## src/rtl/core/host_port_address_parser_top_macros.svh

```systemverilog
// Assertion macros for the host/port address parser.
`ifndef HOST_PORT_ADDRESS_PARSER_TOP_MACROS_SVH
`define HOST_PORT_ADDRESS_PARSER_TOP_MACROS_SVH

// same-cycle implication
`define HPAP_ASSERT_IMPL(label, clk, rst, cond, prop, msg) \
   label: assert property (@(posedge clk) disable iff (rst) (cond) |-> (prop)) \
      else $error(msg);

// next-cycle implication
`define HPAP_ASSERT_NEXT(label, clk, rst, cond, prop, msg) \
   label: assert property (@(posedge clk) disable iff (rst) (cond) |=> (prop)) \
      else $error(msg);

`endif

```

## src/rtl/core/hpap_pkg.sv

```systemverilog
// Shared types and constants for the host/port address parser.
`timescale 1ns / 1ps
package hpap_pkg;

   localparam int COUNT_MAX_DEF = 255;

   localparam int PH_W = 2;
   localparam logic [PH_W-1:0] PH_HOST = 2'd0;
   localparam logic [PH_W-1:0] PH_PORT = 2'd1;
   localparam logic [PH_W-1:0] PH_SKIP = 2'd2;

   localparam logic [1:0] END_NUL   = 2'd0;
   localparam logic [1:0] END_SLASH = 2'd1;
   localparam logic [1:0] END_SPACE = 2'd2;
   localparam logic [1:0] END_QM    = 2'd3;

   localparam logic [7:0] CH_NUL   = 8'h00;
   localparam logic [7:0] CH_SPACE = 8'h20;
   localparam logic [7:0] CH_DOT   = 8'h2e;
   localparam logic [7:0] CH_SLASH = 8'h2f;
   localparam logic [7:0] CH_0     = 8'h30;
   localparam logic [7:0] CH_9     = 8'h39;
   localparam logic [7:0] CH_COLON = 8'h3a;
   localparam logic [7:0] CH_QM    = 8'h3f;
   localparam logic [7:0] CH_A     = 8'h61;
   localparam logic [7:0] CH_Z     = 8'h7a;

   localparam logic [15:0] PORT_MAX = 16'hffff;

   typedef struct packed {
      logic [PH_W-1:0] phase;
      logic            digit_seen;
      logic [15:0]     port_accum;
   } state_type;

   typedef struct packed {
      logic        status;
      logic [1:0]  end_kind;
      logic [7:0]  host_start;
      logic [7:0]  host_length;
      logic        has_port;
      logic [15:0] port_value;
   } result_type;

endpackage

```

## src/rtl/core/hpap_step.sv

```systemverilog
// Per-byte parse step: classifies one byte and computes next state and result.
`timescale 1ns / 1ps
module hpap_step #(
   parameter int COUNT_MAX = hpap_pkg::COUNT_MAX_DEF
) (
   input  logic [7:0]                         char_byte,
   input  hpap_pkg::state_type                cur_state,
   input  logic [$clog2(COUNT_MAX+1)-1:0]     cur_space,
   input  logic [$clog2(COUNT_MAX+1)-1:0]     cur_host,
   output hpap_pkg::state_type                nxt_state,
   output logic [$clog2(COUNT_MAX+1)-1:0]     nxt_space,
   output logic [$clog2(COUNT_MAX+1)-1:0]     nxt_host,
   output logic                               emit,
   output hpap_pkg::result_type               result
);

   localparam int CNT_W = $clog2(COUNT_MAX+1);
   localparam logic [CNT_W-1:0] CNT_TOP = CNT_W'(COUNT_MAX);

   logic             is_digit;
   logic             is_host;
   logic             host_empty;
   logic             err;
   logic [1:0]       kind;
   logic [19:0]      port_sum;
   logic [15:0]      port_sat;
   logic [CNT_W-1:0] space_inc;
   logic [CNT_W-1:0] host_inc;
   logic [CNT_W+7:0] space_ext;
   logic [CNT_W+7:0] host_ext;

   assign is_digit   = (char_byte >= hpap_pkg::CH_0) && (char_byte <= hpap_pkg::CH_9);
   assign is_host    = ((char_byte >= hpap_pkg::CH_A) && (char_byte <= hpap_pkg::CH_Z)) ||
                       is_digit || (char_byte == hpap_pkg::CH_DOT);
   assign host_empty = (cur_host == '0);

   assign space_inc = (cur_space >= CNT_TOP) ? CNT_TOP : cur_space + CNT_W'(1);
   assign host_inc  = (cur_host >= CNT_TOP) ? CNT_TOP : cur_host + CNT_W'(1);

   // accum*10 as shift-add, then the digit
   assign port_sum = {1'b0, cur_state.port_accum, 3'b000} + {3'b000, cur_state.port_accum, 1'b0}
                     + {16'd0, char_byte[3:0] - hpap_pkg::CH_0[3:0]};
   assign port_sat = (port_sum[19:16] != 4'd0) ? hpap_pkg::PORT_MAX : port_sum[15:0];

   assign space_ext = {8'd0, cur_space};
   assign host_ext  = {8'd0, cur_host};

   always_comb begin
      nxt_state = cur_state;
      nxt_space = cur_space;
      nxt_host  = cur_host;
      emit      = 1'b0;
      err       = 1'b0;
      kind      = hpap_pkg::END_NUL;
      case (cur_state.phase)
         hpap_pkg::PH_HOST: begin
            if (char_byte == hpap_pkg::CH_NUL) begin
               emit = 1'b1;
               err  = host_empty;
               kind = hpap_pkg::END_NUL;
            end else if (char_byte == hpap_pkg::CH_SPACE) begin
               if (host_empty) begin
                  nxt_space = space_inc;
               end else begin
                  emit            = 1'b1;
                  kind            = hpap_pkg::END_SPACE;
                  nxt_state.phase = hpap_pkg::PH_SKIP;
               end
            end else if (is_host) begin
               nxt_host = host_inc;
            end else if (host_empty) begin
               emit = 1'b1;
               err  = 1'b1;
            end else if (char_byte == hpap_pkg::CH_SLASH) begin
               emit            = 1'b1;
               kind            = hpap_pkg::END_SLASH;
               nxt_state.phase = hpap_pkg::PH_SKIP;
            end else if (char_byte == hpap_pkg::CH_QM) begin
               emit            = 1'b1;
               kind            = hpap_pkg::END_QM;
               nxt_state.phase = hpap_pkg::PH_SKIP;
            end else if (char_byte == hpap_pkg::CH_COLON) begin
               nxt_state.phase = hpap_pkg::PH_PORT;
            end else begin
               emit = 1'b1;
               err  = 1'b1;
            end
         end
         hpap_pkg::PH_PORT: begin
            if (char_byte == hpap_pkg::CH_NUL) begin
               emit = 1'b1;
               kind = hpap_pkg::END_NUL;
            end else if (is_digit) begin
               nxt_state.port_accum = port_sat;
               nxt_state.digit_seen = 1'b1;
            end else if (!cur_state.digit_seen) begin
               emit = 1'b1;
               err  = 1'b1;
            end else if (char_byte == hpap_pkg::CH_SPACE) begin
               emit            = 1'b1;
               kind            = hpap_pkg::END_SPACE;
               nxt_state.phase = hpap_pkg::PH_SKIP;
            end else if (char_byte == hpap_pkg::CH_SLASH) begin
               emit            = 1'b1;
               kind            = hpap_pkg::END_SLASH;
               nxt_state.phase = hpap_pkg::PH_SKIP;
            end else if (char_byte == hpap_pkg::CH_QM) begin
               emit            = 1'b1;
               kind            = hpap_pkg::END_QM;
               nxt_state.phase = hpap_pkg::PH_SKIP;
            end else begin
               emit = 1'b1;
               err  = 1'b1;
            end
         end
         default: begin
         end
      endcase
      if (err) begin
         nxt_state.phase = hpap_pkg::PH_SKIP;
      end
      // end of string restarts parsing in every phase
      if (char_byte == hpap_pkg::CH_NUL) begin
         nxt_state.phase      = hpap_pkg::PH_HOST;
         nxt_state.digit_seen = 1'b0;
         nxt_state.port_accum = 16'd0;
         nxt_space            = '0;
         nxt_host             = '0;
      end
   end

   always_comb begin
      result = '0;
      result.status = err;
      if (!err) begin
         result.end_kind    = kind;
         result.host_start  = space_ext[7:0];
         result.host_length = host_ext[7:0];
         result.has_port    = cur_state.digit_seen;
         result.port_value  = cur_state.digit_seen ? cur_state.port_accum : 16'd0;
      end
   end

endmodule

```

## src/rtl/core/host_port_address_parser_top.sv

```systemverilog
// Usage notes:
// Host/port address parser. One string byte enters per word on the req_ channel
// (req_char_byte, byte 0 ends a string). At most one result word per string
// leaves on the rsp_ channel, at the byte that decides the outcome: status,
// end_kind, host_start, host_length, has_port, port_value. After an error or a
// terminator the remaining bytes up to the next 0 give no result.
// A byte taken into the byte register is parsed in the following cycle; its result
// is then registered in the result register unless a result held under rsp_stall blocks it.
// Throughput: one byte per cycle while req_stall is low; the parse state sits in one register loop
// (byte register -> step logic -> state and result registers).
// A byte that causes no result moves on even while rsp_stall holds a result.
// When a result is waiting under rsp_stall and the next byte would give another
// one, the byte register holds and req_stall rises until the result is taken.
// Reset (synchronous, active high) drops both valid flags and returns the
// parser to the host phase with all counters at zero.
`timescale 1ns / 1ps
`include "host_port_address_parser_top_macros.svh"
module host_port_address_parser_top #(
   parameter int COUNT_MAX = hpap_pkg::COUNT_MAX_DEF
) (
   input  logic        clock,
   input  logic        reset,
   input  logic        req_valid,
   output logic        req_stall,
   input  logic [7:0]  req_char_byte,
   output logic        rsp_valid,
   input  logic        rsp_stall,
   output logic        rsp_status,
   output logic [1:0]  rsp_end_kind,
   output logic [7:0]  rsp_host_start,
   output logic [7:0]  rsp_host_length,
   output logic        rsp_has_port,
   output logic [15:0] rsp_port_value
);

   localparam int CNT_W = $clog2(COUNT_MAX+1);

   logic                 in_valid_ff;
   logic                 in_valid_in;
   logic [7:0]           in_byte_ff;
   hpap_pkg::state_type  state_ff;
   hpap_pkg::state_type  state_in;
   logic [CNT_W-1:0]     space_ff;
   logic [CNT_W-1:0]     space_in;
   logic [CNT_W-1:0]     host_ff;
   logic [CNT_W-1:0]     host_in;
   logic                 out_valid_ff;
   logic                 out_valid_in;
   hpap_pkg::result_type out_ff;
   hpap_pkg::result_type step_result;
   logic                 step_emit;
   logic                 advance;
   logic                 take_in;

   hpap_step #(
      .COUNT_MAX (COUNT_MAX)
   ) u_step (
      .char_byte (in_byte_ff),
      .cur_state (state_ff),
      .cur_space (space_ff),
      .cur_host  (host_ff),
      .nxt_state (state_in),
      .nxt_space (space_in),
      .nxt_host  (host_in),
      .emit      (step_emit),
      .result    (step_result)
   );

   assign advance   = in_valid_ff && (!step_emit || !out_valid_ff || !rsp_stall);
   assign req_stall = in_valid_ff && !advance;
   assign take_in   = req_valid && !req_stall;

   assign in_valid_in  = take_in || (in_valid_ff && !advance);
   assign out_valid_in = (advance && step_emit) || (out_valid_ff && rsp_stall);

   always_ff @(posedge clock) begin
      if (reset) begin
         in_valid_ff  <= 1'b0;
         out_valid_ff <= 1'b0;
         state_ff     <= '{phase: hpap_pkg::PH_HOST, digit_seen: 1'b0, port_accum: 16'd0};
         space_ff     <= '0;
         host_ff      <= '0;
      end else begin
         in_valid_ff  <= in_valid_in;
         out_valid_ff <= out_valid_in;
         if (advance) begin
            state_ff <= state_in;
            space_ff <= space_in;
            host_ff  <= host_in;
         end
      end
   end

   always_ff @(posedge clock) begin
      if (take_in) begin
         in_byte_ff <= req_char_byte;
      end
      if (advance && step_emit) begin
         out_ff <= step_result;
      end
   end

   assign rsp_valid       = out_valid_ff;
   assign rsp_status      = out_ff.status;
   assign rsp_end_kind    = out_ff.end_kind;
   assign rsp_host_start  = out_ff.host_start;
   assign rsp_host_length = out_ff.host_length;
   assign rsp_has_port    = out_ff.has_port;
   assign rsp_port_value  = out_ff.port_value;

   `HPAP_ASSERT_IMPL(a_no_overwrite, clock, reset,
      in_valid_ff && step_emit && out_valid_ff && rsp_stall, req_stall,
      "result would overwrite a stalled word")

   `HPAP_ASSERT_IMPL(a_err_clean, clock, reset, out_valid_ff && out_ff.status,
      out_ff.end_kind == hpap_pkg::END_NUL && out_ff.host_start == 8'd0 &&
      out_ff.host_length == 8'd0 && !out_ff.has_port && out_ff.port_value == 16'd0,
      "error word carries nonzero fields")

   `HPAP_ASSERT_IMPL(a_port_absent, clock, reset, out_valid_ff && !out_ff.has_port,
      out_ff.port_value == 16'd0, "port value without port digits")

   `HPAP_ASSERT_NEXT(a_string_end, clock, reset,
      advance && in_byte_ff == hpap_pkg::CH_NUL,
      state_ff.phase == hpap_pkg::PH_HOST && space_ff == '0 && host_ff == '0 &&
      !state_ff.digit_seen && state_ff.port_accum == 16'd0,
      "string end did not clear parse state")

endmodule
```

## config.mk

```make
export PLATFORM = sky130hd
export DESIGN_NAME = host_port_address_parser_top
export DESIGN_NICKNAME = d
export VERILOG_FILES = /design/src/rtl/core/hpap_pkg.sv /design/src/rtl/core/hpap_step.sv /design/src/rtl/core/host_port_address_parser_top.sv
export VERILOG_INCLUDE_DIRS = /design/src /design/src/rtl/core
export SDC_FILE = /design/constraint.sdc
export NUM_CORES = 1
export LEC_CHECK = 0
export BUFFER_PORTS_ARGS = -buffer_cell sky130_fd_sc_hd__buf_4
export CAP_MARGIN = 5
export CORE_MARGIN = 2
export CORE_UTILIZATION = 50
export DETAILED_ROUTE_END_ITERATION = 10
export PLACE_DENSITY_LB_ADDON = 0.15
export SLEW_MARGIN = 30
export SYNTH_ARGS = -nofsm -noshare
export SYNTH_HDL_FRONTEND = slang
export SYNTH_HIERARCHICAL = 1
export SYNTH_SLANG_ARGS = --single-unit
```

## constraint.sdc

```tcl
create_clock -name clock -period 3.1 [get_ports clock]
set_input_delay 0 -clock clock [delete_from_list [all_inputs] [get_ports clock]]
set_output_delay 0 -clock clock [all_outputs]
set_load 0.02 [all_outputs]
```

==> reports/qor.csv <==
metric,value,unit
critPathKind,flop to flop,
antennaDiodeCount,0,
numCtsBuffers,9,
synth_flop_cell,edfxtp_1,
crit_required,3.32,ns
dp_slack,0.0722,ns
ys_ff_latch,81,
slew_violations,0,
grt_max_degree,73,
grt_pass1_vias,3995,
synthAdderAreaFrac,8.62,%
syn-instance-count,562,
synth.net_count,610,
synth_compound_area_share,13.5,%
period_needed,2.96,ns
nNetsFinal,677,
cpPeakStageDelay,0.45,ns
hold_violations,0,
pin_count,50,
status,completed,
insertion_delay,0.37,ns
cts.sinks,81,
place_hpwl,8.05,mm
arrival,3.18,ns
finClkSkew,0.00570,ns
reg2reg_slack,0.14,ns
start_kind,flop,
hold_depth,2,
ys_seq_area_share,38.2,%
fin_ws,0.145,ns
worstMarginPinSlew,0.707,ns
power_leakage,2.61,nW
syn_area_per_cell,9.61,sq um
synth_mux_area_share,8.16,%
finalWirelength,12.0,mm
die_y,108,microns
setup_viol,0,
path_cells,"ha_4, ha_4, inv_1, fa_2, nand2b_4, a21o_4, a211oi_4, o32ai_2, xor2_1, buf_12, a41oi_2, nand2b_1, mux2i_1",
vdd_drop_max,0.208,mV
hold_path_class,input port to flop,
cts.htree.levels,3,
synth.distinct_cells,58,
finalCritPeriodShare,95.3,%
crit_path_end,state_ff[4],
cap_violations,0,
cp-end-kind,flop,
synth_area,0.00540,sq mm
crit_top_cell,ha_4,
die_w,108,microns
rows,37,
worstPathMaxFanout,16,
synthXorXnorAreaFrac,2.27,%
clockBufferDepth,2,
drtAntennaViolNets,0,
r2r_cells,13,
setup_tns,0,ns
maxSlewHeadroom,52.9,%
synth_top_family_by_area,simple AND/OR/NAND/NOR gates,
wl_per_cell,15.6,microns
port_buffers,49,
coreArea,0.0104,sq mm
antenna_found_initial,0,
gp_congestion,0.920,
r2r_start,in_byte_ff[2],
synthArstFlopShare,0,%
p_per_area,348,mW/mm^2
drive_above_1_share,18.9,%
dr.pass1.iters,5,
drc_errors,0,
via_per_inst,5.66,
dieArea,0.0116,sq mm
ys_warn_count,6,
clock.fmax,338,MHz
grt_pass1_wl,19.8,mm
syn_to_final_growth,19.1,%
yosys.area_share.simple,24.4,%
vias,4359,
grt_usage,21.5,%
cts-root-buf,clkbuf_8,
rsz0062_at_grt,no,
grt-ovfl-total,0,
initial_core_util,51.8,%
worstReg2RegEnd,state_ff[4],
drtIter0Drc,228,
clk_pin_slew_worst_paths,0.08,ns
synth_edf_count,44,
critPathSlowestCell,edfxtp_1,
cts_tree,done,
critPathLaunch,in_byte_ff[2],
-- routing by layer --
metal  global-route usage [%]  wire length [microns]  up-vias
met5                        0                      0        -
met4                     6.59                    150        0
met3                     3.63                    455       10
met2                     34.6                   5670       99
met1                     29.8                   5730     2083
li1                         -                      -     2167
-- area by class of cell --
cell class	count	area, sq um
fillers	875	3980
multi-input cells	430	3200
flip-flops and latches	81	2060
repair buffers	84	699
well taps	136	170
clock buffers	10	128
inverters	23	86.3
clock inverters	6	82.6
-- worst min-delay path by stage --
| stage | from | endpoint |
|---|---|---|
| 2_1_floorplan | req_char_byte[0] | in_byte_ff[0] |
| 5_1_grt | reset | rsp_valid |
| 6_report | reset | rsp_valid |
| 3_3_place_gp | req_char_byte[1] | in_byte_ff[1] |
| 3_5_place_dp | req_char_byte[1] | in_byte_ff[1] |
| 4_1_cts | reset | rsp_valid |
-- layout by cell type, fill, tap and decap left out, drive strengths merged, types with 23 or more instances in the layout --
master | netlist | final
nor2 | 34 | 34
a21oi | 28 | 28
dfxtp | 37 | 37
ha | 34 | 34
mux2i | 44 | 44
nand2 | 28 | 28
and2 | 38 | 38
edfxtp | 44 | 44
buf | 13 | 73
inv | 23 | 23
nand2b | 76 | 76
o21ai | 24 | 24
-- flip-flops by register name (all words and copies together), names as in the netlist, 2 cells and up --
register	flops
state_ff	19
rsp_port_value	16
host_ff	8
in_byte_ff	8
rsp_host_length	8
rsp_host_start	8
space_ff	8
rsp_end_kind	2
-- power by group --
| part | internal (mW) | switching (mW) | total [mW] |
|---|---|---|---|
| logic | 0.0972 | 0.118 | 0.215 |
| registers | 1.15 | 0.0181 | 1.17 |
| clock network | 0.450 | 0.404 | 0.854 |
-- logic make-up after synthesis --
logic type	count (synthesis)
adder cells (fa/ha/maj)	36
multiplexers	44
flip-flops	81
XOR/XNOR	14
buffers and inverters	51
AO/OA/AOI/OAI	109
AND/OR/NAND/NOR	227
-- critical path: cells and delay by family (launching register included) --
family                   cells  cell delay, ns
XOR/XNOR                     1            0.24
AO/OA/AOI/OAI                4            0.75
AND/OR/NAND/NOR              2            0.24
buffers and inverters        2            0.24
adder cells (fa/ha/maj)      3            0.82
multiplexers                 1            0.08
flip-flops                   1            0.45
-- synthesized netlist by cell type, types with 2 or more instances --
cell type / count / share of area (%)
a2111oi_0: 2 / 0.32
a211oi_1: 5 / 0.70
a21boi_0: 3 / 0.42
a21o_1: 5 / 0.70
a21oi_1: 28 / 2.6
a311oi_1: 6 / 0.97
a31oi_1: 5 / 0.58
a41oi_1: 16 / 2.6
and2_1: 35 / 4.1
and2_2: 3 / 0.42
and3_1: 5 / 0.58
and4_1: 3 / 0.49
buf_12: 3 / 1.1
buf_2: 7 / 0.65
clkbuf_1: 15 / 1.0
dfxtp_1: 37 / 14
edfxtp_1: 44 / 24
fa_1: 2 / 0.74
ha_1: 34 / 7.9
inv_1: 23 / 1.6
mux2i_1: 44 / 8.2
nand2_1: 27 / 1.9
nand2b_1: 76 / 8.8
nand3_1: 11 / 1.0
nand4_1: 9 / 1.0
nor2_1: 34 / 2.4
nor2b_1: 4 / 0.46
nor3_1: 6 / 0.56
nor3_4: 2 / 0.60
nor4_1: 2 / 0.23
o211ai_1: 3 / 0.42
o21a_1: 2 / 0.28
o21ai_0: 22 / 2.0
o21ai_1: 2 / 0.19
o221ai_1: 2 / 0.32
xnor2_1: 5 / 0.81
xor2_1: 9 / 1.5
-- repair_timing --
action	4_1_cts	5_1_grt
hold buffers	11	0
endpoints found under the setup margin	0	17
setup buffers	0	3
gates resized for setup	0	21
hold endpoints to repair	10	0
-- per-stage QoR --
step / cells / cell area, sq um / power [mW] / util, % / hold WS [ns]
6_report: 770 / 6430 / 2.24 / 61.8 / 0.0965
3_3_place_gp: 739 / 5980 / 1.39 / 57.4 / 0.178
3_5_place_dp: 739 / 5980 / 1.40 / 57.4 / 0.179
2_1_floorplan: 562 / 5420 / 1.33 / - / 0.0989
5_1_grt: 770 / 6430 / 2.32 / 61.8 / 0.139
4_1_cts: 766 / 6300 / 2.26 / 60.5 / 0.0865
Note: power is estimated with default switching activity, not from simulation.
